`config.mk`:
```
export PLATFORM = sky130hd
export DESIGN_NAME = bounded_set_table_unit
export DESIGN_NICKNAME = d
export VERILOG_FILES = /design/src/rtl/core/bst_pkg.sv /design/src/rtl/core/bounded_set_table_unit.sv /design/src/rtl/core/bst_cell.sv
export SDC_FILE = /design/constraint.sdc
export NUM_CORES = 1
export LEC_CHECK = 0
export ABC_CLOCK_PERIOD_IN_PS = 5190
export BUFFER_PORTS_ARGS = -buffer_cell sky130_fd_sc_hd__buf_2
export CAP_MARGIN = 20
export CORE_AREA = 4 4 270 272
export DETAILED_ROUTE_END_ITERATION = 6
export DIE_AREA = 0 0 274 276
export GPL_TIMING_DRIVEN = 0
export PLACE_DENSITY = 0.53
export SYNTH_ARGS = -nofsm -noshare
export SYNTH_HDL_FRONTEND = slang
export SYNTH_SLANG_ARGS = --single-unit
```
`constraint.sdc`:
```
create_clock -name i_clk -period 5.19 [get_ports i_clk]
set_input_delay 0.2595 -clock i_clk [delete_from_list [all_inputs] [get_ports i_clk]]
set_output_delay 0.2595 -clock i_clk [all_outputs]
set_load 0.01 [all_outputs]
```
`src/rtl/core/bst_pkg.sv`:
```
`default_nettype none
package bst_pkg;

    // Table geometry
    localparam int DEPTH = 16;
    localparam int IDX_W = (DEPTH > 1) ? $clog2(DEPTH) : 1;
    localparam int CNT_W = $clog2(DEPTH + 1);

    // Word field widths
    localparam int CMD_W = 2;
    localparam int VAL_W = 32;
    localparam int RIX_W = 4;
    localparam int CAP_W = 5;

    localparam logic [CAP_W-1:0] CAP_RESET = 5'd16;

    typedef enum logic [CMD_W-1:0] {
        CMD_INSERT = 2'd0,
        CMD_REMOVE = 2'd1,
        CMD_MEMBER = 2'd2,
        CMD_READ   = 2'd3
    } t_cmd;

    // Control shared by every cell of the ring
    typedef struct packed {
        logic shift;   // rotate the ring by one place
        logic wr_en;   // write the selected cell
    } t_cell_ctl;

endpackage
`default_nettype wire

```
`src/rtl/core/bounded_set_table_unit.sv`:
```
`default_nettype none
// Channel   Direction  Handshake            Payload
// command   in         i_valid / o_ready    i_command, i_value, i_index
// result    out        o_valid / i_ready    o_success, o_read_value, o_index_error,
//                                           o_entry_count
// config    in         i_cfg_we             i_cfg_data (capacity limit)
//
// Every word is latched, then rotates the cell ring once past the compare head,
// then commits the write and the result; a new word is taken only in idle.
// The ring makes a single full rotation per word.
// Reset (synchronous, active low) clears the count, the FSM and the output valid;
// entries stay undefined and are never read before written.
// A result waiting on i_ready holds the unit in commit; the next word is taken
// as soon as the commit is done, while the result still sits in the output.
module bounded_set_table_unit (
    input  wire                          i_clk,
    input  wire                          i_rst_n,
    input  wire                          i_valid,
    output logic                         o_ready,
    input  wire  [bst_pkg::CMD_W-1:0]    i_command,
    input  wire  signed [bst_pkg::VAL_W-1:0] i_value,
    input  wire  [bst_pkg::RIX_W-1:0]    i_index,
    output logic                         o_valid,
    input  wire                          i_ready,
    output logic                         o_success,
    output logic signed [bst_pkg::VAL_W-1:0] o_read_value,
    output logic                         o_index_error,
    output logic [bst_pkg::CNT_W-1:0]    o_entry_count,
    input  wire                          i_cfg_we,
    input  wire  [bst_pkg::CAP_W-1:0]    i_cfg_data
);
    import bst_pkg::*;

    typedef enum logic [2:0] {
        S_IDLE   = 3'b001,
        S_SCAN   = 3'b010,
        S_COMMIT = 3'b100
    } t_state;

    t_state              r_state;
    logic [CAP_W-1:0]    r_capacity;
    logic [CNT_W-1:0]    r_count;
    logic [IDX_W-1:0]    r_pos;

    // latched word
    t_cmd                r_cmd;
    logic [VAL_W-1:0]    r_value;
    logic [RIX_W-1:0]    r_index;

    // scan results
    logic                r_found;
    logic [IDX_W-1:0]    r_slot;
    logic [VAL_W-1:0]    r_last;
    logic [VAL_W-1:0]    r_rd;

    // output register
    logic                r_out_valid;
    logic                r_out_success;
    logic [VAL_W-1:0]    r_out_rd;
    logic                r_out_ierr;

    t_cell_ctl           w_ctl;
    logic [IDX_W-1:0]    w_wr_idx;
    logic [VAL_W-1:0]    w_wr_data;
    logic                w_do_write;
    logic [VAL_W-1:0]    w_cell_data [DEPTH];

    logic                w_accept;
    logic                w_out_free;
    logic                w_commit;
    logic                w_live;
    logic                w_ins_ok;
    logic                w_rd_ok;
    logic                w_ok;

    logic [VAL_W-1:0]    w_head;

    assign w_head     = w_cell_data[0];
    assign o_ready    = (r_state == S_IDLE);
    assign w_accept   = i_valid && o_ready;
    assign w_out_free = !r_out_valid || i_ready;
    assign w_commit   = (r_state == S_COMMIT) && w_out_free;

    // head entry is live while its position is below the count
    assign w_live   = 32'(r_pos) < 32'(r_count);
    // effective capacity is min(limit, DEPTH); count below it also keeps the slot in range
    assign w_ins_ok = !r_found && (32'(r_count) < 32'(r_capacity))
                      && (32'(r_count) < DEPTH);
    assign w_rd_ok  = 32'(r_index) < 32'(r_count);

    always_comb begin
        w_ok       = 1'b0;
        w_do_write = 1'b0;
        w_wr_idx   = r_slot;
        w_wr_data  = r_last;
        case (r_cmd)
            CMD_INSERT: begin
                w_ok       = w_ins_ok;
                w_do_write = w_ins_ok;
                w_wr_idx   = r_count[IDX_W-1:0];
                w_wr_data  = r_value;
            end
            CMD_REMOVE: begin
                // last live entry moves into the freed slot
                w_ok       = r_found;
                w_do_write = r_found;
            end
            CMD_MEMBER: begin
                w_ok = r_found;
            end
            CMD_READ: begin
                w_ok = w_rd_ok;
            end
            default: begin
                w_ok = 1'b0;
            end
        endcase
    end

    assign w_ctl.shift = (r_state == S_SCAN);
    assign w_ctl.wr_en = w_commit && w_do_write;

    // ring of cells: cell k takes cell k+1, the last wraps to cell 0
    for (genvar k = 0; k < DEPTH; k++) begin : g_cell
        localparam int NXT = (k + 1) % DEPTH;
        bst_cell u_cell (
            .i_clk       (i_clk),
            .i_ctl       (w_ctl),
            .i_sel       (w_wr_idx == IDX_W'(k)),
            .i_wr_data   (w_wr_data),
            .i_next_data (w_cell_data[NXT]),
            .o_data      (w_cell_data[k])
        );
    end

    // control state
    always_ff @(posedge i_clk) begin
        if (!i_rst_n) begin
            r_state     <= S_IDLE;
            r_capacity  <= CAP_RESET;
            r_count     <= '0;
            r_pos       <= '0;
            r_out_valid <= 1'b0;
        end else begin
            if (i_cfg_we) begin
                r_capacity <= i_cfg_data;
            end
            // a commit refills the output in the cycle the old word leaves
            if (w_commit) begin
                r_out_valid <= 1'b1;
            end else if (r_out_valid && i_ready) begin
                r_out_valid <= 1'b0;
            end
            case (r_state)
                S_IDLE: begin
                    if (w_accept) begin
                        r_state <= S_SCAN;
                        r_pos   <= '0;
                    end
                end
                S_SCAN: begin
                    r_pos <= IDX_W'(r_pos + 1'b1);
                    if (32'(r_pos) == DEPTH - 1) begin
                        r_state <= S_COMMIT;
                    end
                end
                S_COMMIT: begin
                    if (w_out_free) begin
                        r_state <= S_IDLE;
                        if (r_cmd == CMD_INSERT && w_ok) begin
                            r_count <= CNT_W'(r_count + 1'b1);
                        end else if (r_cmd == CMD_REMOVE && w_ok) begin
                            r_count <= CNT_W'(r_count - 1'b1);
                        end
                    end
                end
                default: begin
                    r_state <= S_IDLE;
                end
            endcase
        end
    end

    // word and scan payload
    always_ff @(posedge i_clk) begin
        if (w_accept) begin
            r_cmd   <= t_cmd'(i_command);
            r_value <= i_value;
            r_index <= i_index;
            r_found <= 1'b0;
        end
        if (r_state == S_SCAN) begin
            if (w_live && w_head == r_value) begin
                r_found <= 1'b1;
                r_slot  <= r_pos;
            end
            if (32'(r_pos) + 1 == 32'(r_count)) begin
                r_last <= w_head;
            end
            if (32'(r_pos) == 32'(r_index)) begin
                r_rd <= w_head;
            end
        end
        if (w_commit) begin
            r_out_success <= w_ok;
            r_out_rd      <= (r_cmd == CMD_READ && w_rd_ok) ? r_rd : '0;
            r_out_ierr    <= (r_cmd == CMD_READ) && !w_rd_ok;
        end
    end

    assign o_valid       = r_out_valid;
    assign o_success     = r_out_success;
    assign o_read_value  = r_out_rd;
    assign o_index_error = r_out_ierr;
    assign o_entry_count = r_count;

    a_count_bound: assert property (@(posedge i_clk) disable iff (!i_rst_n)
        32'(r_count) <= DEPTH)
        else $error("live count above table depth");

    a_commit_waits: assert property (@(posedge i_clk) disable iff (!i_rst_n)
        (r_state == S_COMMIT) && r_out_valid && !i_ready |=> (r_state == S_COMMIT))
        else $error("commit overwrote an untaken result");

    a_count_only_on_commit: assert property (@(posedge i_clk) disable iff (!i_rst_n)
        $past(i_rst_n) && ($past(r_state) != S_COMMIT) |-> $stable(r_count))
        else $error("count moved outside commit");

    a_flags_exclusive: assert property (@(posedge i_clk) disable iff (!i_rst_n)
        r_out_valid |-> !(r_out_success && r_out_ierr))
        else $error("success and index error both set");

    a_accept_starts_scan: assert property (@(posedge i_clk) disable iff (!i_rst_n)
        w_accept |=> (r_state == S_SCAN) && (r_pos == '0))
        else $error("accepted word did not start a scan");

endmodule
`default_nettype wire

```
`src/rtl/core/bst_cell.sv`:
```
`default_nettype none
module bst_cell (
    input  wire                          i_clk,
    input  wire bst_pkg::t_cell_ctl      i_ctl,
    input  wire                          i_sel,
    input  wire  [bst_pkg::VAL_W-1:0]    i_wr_data,
    input  wire  [bst_pkg::VAL_W-1:0]    i_next_data,
    output logic [bst_pkg::VAL_W-1:0]    o_data
);
    import bst_pkg::*;

    logic [VAL_W-1:0] r_data;
    logic [VAL_W-1:0] n_data;

    // Rotation takes the neighbor's entry; a write lands only when not rotating
    always_comb begin
        n_data = r_data;
        if (i_ctl.shift) begin
            n_data = i_next_data;
        end else if (i_ctl.wr_en && i_sel) begin
            n_data = i_wr_data;
        end
    end

    always_ff @(posedge i_clk) begin
        r_data <= n_data;
    end

    assign o_data = r_data;

endmodule
`default_nettype wire
```
==> impl_results.md <==
- Final Cycle Share: roughly two thirds
- CP arrival: between 3 and 4 ns
- Lkg Pwr: about 0.013 uW
- Setup bufs post-CTS: 0
- Setup Skew: 0.0228 ns
- Worst Max-Slew Pin Slew: 0.867 ns
- Antenna Cells: 0
- Vias in the first global route: around 14000
- Worst min path class: in -> reg
- Residual DRC: 0
- Largest area contributor in the netlist: edfxtp_1
- CTS Buf Count: 70
- Clock power frac: 42.6%
- Top cells by count, synth: 652 x edfxtp_1, 515 x a21o_1, 78 x buf_2
- Net Sw Power: approximately 2500 uW
- Comb pwr share: 5.1%
- Die H: between 200 and 300 um
- DR iter-0 viols: between 1000 and 1500
- Worst setup path class: reg -> reg
- Initial antenna violation count: 0
- CTS max path bufs: 3
- Most common cell in the netlist: edfxtp_1
- CTS tree: built
- Gpl congestion: 0.818
- Synth top area share: about 73%
- Die Wd: between 200 and 300 um
- Area delta synth->final: 18.1%
- Reg power frac: a little over half
- Post-Synth XOR/XNOR Area: 1.45%
- Share of layout cells above drive strength 1: between 15 and 20%
- Syn. warnings: 0
- Post-cts repair resize count: 0
- Initial Util: between 30% and 40%
- Root Buffer: clkbuf_16
- Placed Cells: about 2700
- Final hold vios: 0
- # port buffers: 87
- WL/cell: 20.0 um
- Compound-gate portion of the synthesized area: 15.8%
- Simple-gate share of the synthesized area: ~3.1%
- Via density: approximately 4.9
- # rows: 98
- Net Sw Frac: roughly a fifth
- VDD IR-drop max: 0.000209 V
- Sequential share of the synthesized area: 74.9%
- EDFF count, synth: around 650
- Total gr overflow: 0
- Detailed Route WL: approximately 57000 um
- Highest clock rate: about 300 MHz
- Via count: approximately 14000
- Reg clk slew, reported paths: approximately 0.060 ns
- Total power: 11700 uW
- Clock tree sinks: between 600 and 700
- Final ANT Viol Nets: 0
- Top FF cell, synth: edfxtp_1
- H-tree levels: 3
- Post-CTS Hold Buffers: 44
- Setup crit end kind: register
- Cell internal pwr: 9210 uW
- Rel. slew slack: 41.8%
- Nets@finish: 1908
- PD cells: ~370 nW/um^2
- Minimum clock period: 3.41 ns
- Adder-Cell Fraction of Synth Area: 0.920%
- Clock insertion delay at the later pin of the skew report: 0.61 ns
- Non-Filler Instances: roughly 2800
- Syn Std Cell Area: ~27000 um^2
- Status: complete, no violations
- Fillcell total: between 6000 and 7000
- Largest family of logic cells by synthesized area: compound AO/OA/AOI/OAI gates
- Core Area: between 70000 and 80000 um^2
- Detailed Place HPWL: ~40000 um
- CP Launch Type: register
- Syn avg cell area: around 16 um^2
- Total track usage: between 10% and 20%
- Dominant cells by area after synthesis: edfxtp_1 73%, a21o_1 15%, mux2i_1 1.5%, buf_2 1.5%, dfxtp_1 1.4%
- RSZ-0062 raised after global routing: no
- Final setup violation count: 0
- First-pass GRT wire length: about 90000 um
- Die area: approximately 76000 um^2
- Max Cap Viol: 0
- Post-synth cell types: 52
- Ys async rst share: 0%
- Final core occ: between 40% and 50%
- Post-synthesis mux area share: roughly 1.5%
- Final Slew Violations: 0
- Num ports: 89
- TritonRoute pass-1 iters: 5
- Cells after synthesis: approximately 1600
- Syn nets: ~1700
- Maximum fanout along the worst path: 23
- CP required: 5.48 ns
- Post-synthesis register bit count: 671
- Pin count of the biggest net entering global routing: 44
-- critical path: stages (launching register included) --
cell and delay, ns:
dfxtp_1 0.62, ha_1 0.32, o2111ai_1 0.18, a2bb2oi_1 0.38, a22o_1 0.42, nand2_1 0.34
o21ai_4 0.56, buf_12 0.26
-- flip-flops by register name (all words and copies together) (netlist names), 2 cells and up --
signal,count
g_cell.u_cell.o_data,512
o_entry_count,5
o_read_value,32
r_capacity,5
r_cmd,2
r_index,4
r_last,32
r_pos,4
r_rd,32
r_slot,4
r_state,3
r_value,32
-- cell usage in the layout, fill, tap and decap left out, types with 4 or more instances in the layout --
| cell type | instances |
|---|---|
| nand4_1 | 4 |
| xor2_1 | 30 |
| clkbuf_16 | 71 |
| nand2_1 | 22 |
| nor4_1 | 6 |
| clkinv_8 | 4 |
| clkinv_1 | 11 |
| nor2b_1 | 8 |
| buf_12 | 14 |
| clkbuf_1 | 42 |
| dfxtp_1 | 19 |
| a21oi_1 | 9 |
| bufinv_16 | 7 |
| xnor2_1 | 14 |
| a21o_1 | 515 |
| dlygate4sd3_1 | 44 |
| nand3_1 | 8 |
| mux2i_1 | 41 |
| inv_1 | 13 |
| buf_2 | 165 |
| o21ai_0 | 6 |
| buf_4 | 5 |
| ha_1 | 18 |
| and3_1 | 35 |
| nand2b_1 | 7 |
| edfxtp_1 | 652 |
| nor2_2 | 7 |
| clkinv_2 | 14 |
| o21ai_4 | 13 |
| nor2_1 | 33 |
| nor3b_1 | 5 |
| o21ai_1 | 4 |
| buf_6 | 4 |
| a32o_1 | 4 |
-- routing by layer --
layer / wire [um] / track usage, %
met4: 1080 / 4.29
met5: 0 / 0
met1: 26500 / 21.4
met3: 2400 / 2.18
met2: 26900 / 24.0
-- metrics by stage --
step | setup WS, ns | hold WS (ns) | area (um^2) | TNS (ns)
4_1_cts | 1.80 | 0.0322 | 31500 | 0
3_5_place_dp | 1.85 | 0.438 | 28800 | 0
3_3_place_gp | -1.81 | 0.438 | 28300 | -383.24
5_1_grt | 1.57 | 0.0937 | 31500 | 0
6_report | 1.78 | 0.0660 | 31500 | 0
2_1_floorplan | 0.754 | 0.358 | 26600 | 0
-- cell type report --
class,count,area (um^2),area share (%)
Multi-Input combinational cell,823,6250,19.9
Timing Repair Buffer,149,1210,3.84
Clock inverter,41,438,1.39
Sequential cell,671,20000,63.4
Tap cell,950,1190,3.78
Buffer,113,556,1.76
Clock buffer,85,1830,5.81
Inverter,13,48.8,0.155
-- cell families (layout without fill, tap and decap cells) --
logic type / Yosys count / count (layout)
muxes: 41 / 41
and+or+nand+nor: 151 / 151
buffers and inverters: 126 / 401
AOI/OAI and AO/OA: 568 / 568
adders and majority gates: 19 / 19
DFF: 671 / 671
xor gates and xnor gates: 44 / 44
-- power by group through the flow --
stage / sequential (uW) / clock [uW] / combinational, uW
after floorplan: 6210 / 0 / 387
after global placement: 6240 / 0 / 550
after detailed placement: 6230 / 0 / 579
after CTS: 6110 / 5120 / 614
after global routing: 6120 / 5340 / 673
final: 6110 / 4990 / 602
-- final timing paths --
kind,startpoint,to,slack [ns],cells after the start
min,i_cfg_we,r_capacity[4],0.07,2
max,o_entry_count[1],g_cell[14].u_cell.o_data[23],1.78,7
min reg2reg,g_cell[2].u_cell.o_data[20],g_cell[1].u_cell.o_data[20],0.50,1
max reg2reg,o_entry_count[1],g_cell[14].u_cell.o_data[23],1.78,7
No activity file was read; power rests on OpenSTA's default activity.
